## src/design/mst_pkg.sv

```systemverilog
//------------------------------------------------------------------------------
// mst_pkg
// Shared types and codes for the matrix stack vertex transform core.
//------------------------------------------------------------------------------
package mst_pkg;

    typedef enum logic [1:0] {
        ACT_PUSH      = 2'd0,
        ACT_POP       = 2'd1,
        ACT_TRANSFORM = 2'd2,
        ACT_NONE      = 2'd3
    } action_t;

    typedef enum logic [2:0] {
        ST_OK        = 3'd0,
        ST_OVERFLOW  = 3'd1,
        ST_UNDERFLOW = 3'd2,
        ST_EMPTY     = 3'd3,
        ST_WZERO     = 3'd4
    } status_t;

    localparam int ELEM_W = 32;

    // Saturate a wide signed value to 32 bits
    function automatic logic signed [31:0] sat32(input logic signed [79:0] v);
        logic signed [79:0] max_v;
        logic signed [79:0] min_v;
        max_v = 80'sd2147483647;
        min_v = -80'sd2147483648;
        if (v > max_v)
            sat32 = 32'sh7fffffff;
        else if (v < min_v)
            sat32 = 32'sh80000000;
        else
            sat32 = v[31:0];
    endfunction

endpackage

```

## src/design/mst_mac.sv

```systemverilog
//------------------------------------------------------------------------------
// mst_mac
// Multiply-accumulate unit for four-term dot products with floor and saturate.
//------------------------------------------------------------------------------
module mst_mac
    import mst_pkg::*;
#(
    parameter int FRAC_BITS = 16
)
(
    input  logic               clk,
    input  logic               clear,
    input  logic               en,
    input  logic signed [31:0] a,
    input  logic signed [31:0] b,
    output logic signed [31:0] result
);
    logic signed [63:0] prod_reg;
    logic               en_reg;
    logic               clear_reg;
    logic signed [65:0] acc_reg;
    logic signed [65:0] acc_next;
    logic signed [65:0] shifted;

    // Register the product, then accumulate
    always_ff @(posedge clk)
    begin
        prod_reg  <= a * b;
        en_reg    <= en;
        clear_reg <= clear;
        acc_reg   <= acc_next;
    end

    always_comb
    begin
        acc_next = acc_reg;
        if (clear_reg)
            acc_next = '0;
        if (en_reg)
            acc_next = (clear_reg ? 66'sd0 : acc_reg) + 66'(prod_reg);
    end

    assign shifted = acc_reg >>> FRAC_BITS;
    assign result  = sat32(80'(shifted));

endmodule

```

## config.mk

```make
export PLATFORM = sky130hd
export DESIGN_NAME = mst_mac
export DESIGN_NICKNAME = d
export VERILOG_FILES = /design/src/design/mst_pkg.sv /design/src/design/mst_mac.sv
export SDC_FILE = /design/constraint.sdc
export NUM_CORES = 2
export LEC_CHECK = 0
export BUFFER_PORTS_ARGS = -buffer_cell sky130_fd_sc_hd__buf_2
export CAP_MARGIN = 20
export CORE_ASPECT_RATIO = 0.5
export CORE_MARGIN = 1
export CORE_UTILIZATION = 41
export DETAILED_ROUTE_END_ITERATION = 10
export PLACE_DENSITY = 0.65
export SLEW_MARGIN = 20
export SYNTH_ARGS = -nofsm -noshare
export SYNTH_HDL_FRONTEND = slang
export SYNTH_SLANG_ARGS = --single-unit
```

## constraint.sdc

```tcl
create_clock -name clk -period 15.9 [get_ports clk]
set_clock_uncertainty 0.15 [all_clocks]
set_input_delay 0 -clock clk [delete_from_list [all_inputs] [get_ports clk]]
set_output_delay 0 -clock clk [all_outputs]
set_load 0.05 [all_outputs]
```

==> flow_metrics.tcl <==
set metrics [dict create \
    dpl.cell_count 6106 \
    synth_xor_xnor_area_share 0.02428 \
    drv_cap 0 \
    antenna_found_initial 12 \
    crit_type "primary input to flop" \
    async_flop_share 0 \
    synth_top_family_by_area "adder cells" \
    regArea_um2 2645 \
    nets 6108 \
    fin_crit_ns 8.575 \
    rows 84 \
    initial_core_util 0.4179 \
    insertion_delay_ns 0.44 \
    synth_fp_nets 6237 \
    max_freq_ghz 0.1166 \
    multi_input_area_um2 37010 \
    grt_overflow_total 0 \
    dpl.hpwl_um 97700 \
    ys_ff_latch 132 \
    port_buffers 98 \
    ys_top_cells_by_count "fa_1 (1,083), inv_1 (980), nand2_1 (618)" \
    grt_start_max_net_pins 71 \
    drc_errors 0 \
    clkSlewWorstSetupHoldPaths_ns 0.06 \
    postRouteAntennaNets 0 \
    setup_viol 0 \
    fill_cells 10291 \
    post_cts_resized 0 \
    drive_gt1_frac 0.04574 \
    slew_headroom 0.2190 \
    dr_total_vias 32381 \
    cts_buffer_depth 2 \
    synth.distinct_cells 82 \
    rsz0062_at_grt "false" \
    grt_pass1_vias 35551 \
    yosysSeqAreaShare 0.05957 \
    finalSetupTns_ns 0 \
    drv_slew 0 \
    tightest_slew_ns 1.171 \
    final_area_um2 46360 \
    yosys.area_share.simple 0.1698 \
    grt_pass1_wl_um 196100 \
    synth_cells 4838 \
    drt_iter0_drc 2082 \
    hold_viol_final 0 \
    synth.area.top_cells "fa_1 (49%), inv_1 (8.3%), and2_1 (7.6%), ha_1 (7.0%), dfxtp_1 (6.0%)" \
    cts_tree "yes" \
    fin_crit_sh 0.5393 \
    critPathLaunchType "primary input" \
    synth_top_area_frac 0.4887 \
    synth_edf_count 0 \
    core_area_um2 106200 \
    ys.flop_type "dfxtp_1" \
    dpl-instance-area_um2 45690 \
    ff2ff_setup_slack_ns 11.15 \
    area_delta_synth_final_pct 4.493 \
    cts_sinks 132 \
    grt.total_usage 0.2263 \
    crit_required_ns 16.01 \
    ctsHtreeMaxLevel 4 \
    synth_area_um2 44360 \
    yosysMostFrequentCell "fa_1" \
    worst-endpoint-arrival_ns 8.69 \
    fin_cells 6143 \
    yosys.area.top_type "fa_1" \
    status "completed" \
    die_h_um 234.6 \
    path_max_fanout 32 \
    synth_compound_area_frac 0.06969 \
    crit_path_end_kind "flop" \
    hp-class "primary input to flop" \
    gp_congestion 0.9212 \
    wl_per_cell_um 19.55 \
    yosysWarnings 0 \
    syn_avg_cell_area_um2 9.170 \
    via_per_inst 5.271 \
    muxShareOfSynthArea 0.01122 \
    cts_buffers 17 \
    fp.dieW_um 467.2 \
    cts_root_buf "clkbuf_16" \
    synthAdderAreaFrac 0.5589 \
    drt-pass1-iter-count 5 \
    drt-total-wl_um 120100 \
    die_area_um2 109600 \
    pin_count 99 \
    largest_reg_flops 66 \
]
-- worst paths after layout --
path,start,endpoint,cells past startpoint
setup reg to reg,clear_reg,acc_reg[63],14
hold reg to reg,acc_reg[1],acc_reg[1],2
setup / recovery,b[0],prod_reg[61],24
hold / removal,en,en_reg,2
-- kinds of logic (layout without fill, tap and decap cells) --
| group | Yosys count | after routing |
|---|---|---|
| xor gates and xnor gates | 123 | 123 |
| muxes | 44 | 44 |
| other | 0 | 2 |
| buffers and inverters | 1243 | 1127 |
| DFF | 132 | 132 |
| and+or+nand+nor | 1492 | 1492 |
| adders and majority gates | 1332 | 1332 |
| AOI/OAI and AO/OA | 472 | 472 |
-- area by class of cell --
cell class	count	share of cell area
antenna	2	0.0001080
inverter	982	0.07951
sequential	132	0.05706
multi-input combinational	3463	0.7983
clock buffer	17	0.009177
tap	1419	0.03830
timing repair buffer	113	0.01317
clock inverter	15	0.004399
-- cells in the final DEF, fill, tap and decap left out, drive strengths merged, types with 31 or more instances in the layout --
master / n
inv: 983
a21o: 83
nor2: 95
xnor2: 87
nand4: 31
nor2b: 76
ha: 249
a21oi: 146
dfxtp: 132
mux2: 43
fa: 1083
buf: 110
xor2: 36
o21bai: 37
nand3: 35
nand2: 618
and2: 540
o21ai: 80
-- worst max-delay path, stage by stage --
cell           delay (ns)
dlygate4sd3_1        0.55
buf_2                0.49
and2_1               0.25
ha_1                 0.30
fa_1                 0.54
fa_1                 0.93
fa_1                 0.74
inv_1                0.42
fa_1                 0.60
inv_1                0.05
fa_1                 0.56
fa_1                 0.44
fa_1                 0.47
ha_1                 0.34
and3_1               0.22
and2_1               0.20
or2_2                0.30
o22ai_1              0.13
a21oi_1              0.06
a21o_1               0.18
o211ai_1             0.26
nand2_1              0.14
a21boi_0             0.36
o311ai_0             0.16
-- what timing repair did --
| action | CTS | global route |
|---|---|---|
| buffers inserted | 0 | 0 |
| endpoints found under the hold margin | 3 | 0 |
| hold buffers | 3 | 0 |
-- metal layers --
layer  share of wire  GRT usage
met5         0.00052          0
met4           0.014    0.03868
met3           0.080    0.04731
met2            0.45     0.3548
met1            0.46     0.3257
-- stage by stage --
step                      worst slack [ns]  hold WS [ns]    util
after floorplan                      8.265       -0.1223       -
after global placement               7.388      -0.04738  0.4304
after detailed placement             7.161      -0.04352  0.4304
after CTS                            7.284       0.02546  0.4367
after global routing                 6.839       0.05230  0.4367
final                                7.325       0.05349  0.4367
Power is left out: the tool's default activity adds up to more than one toggle a clock period on the data nets, which glitch-free logic cannot reach.
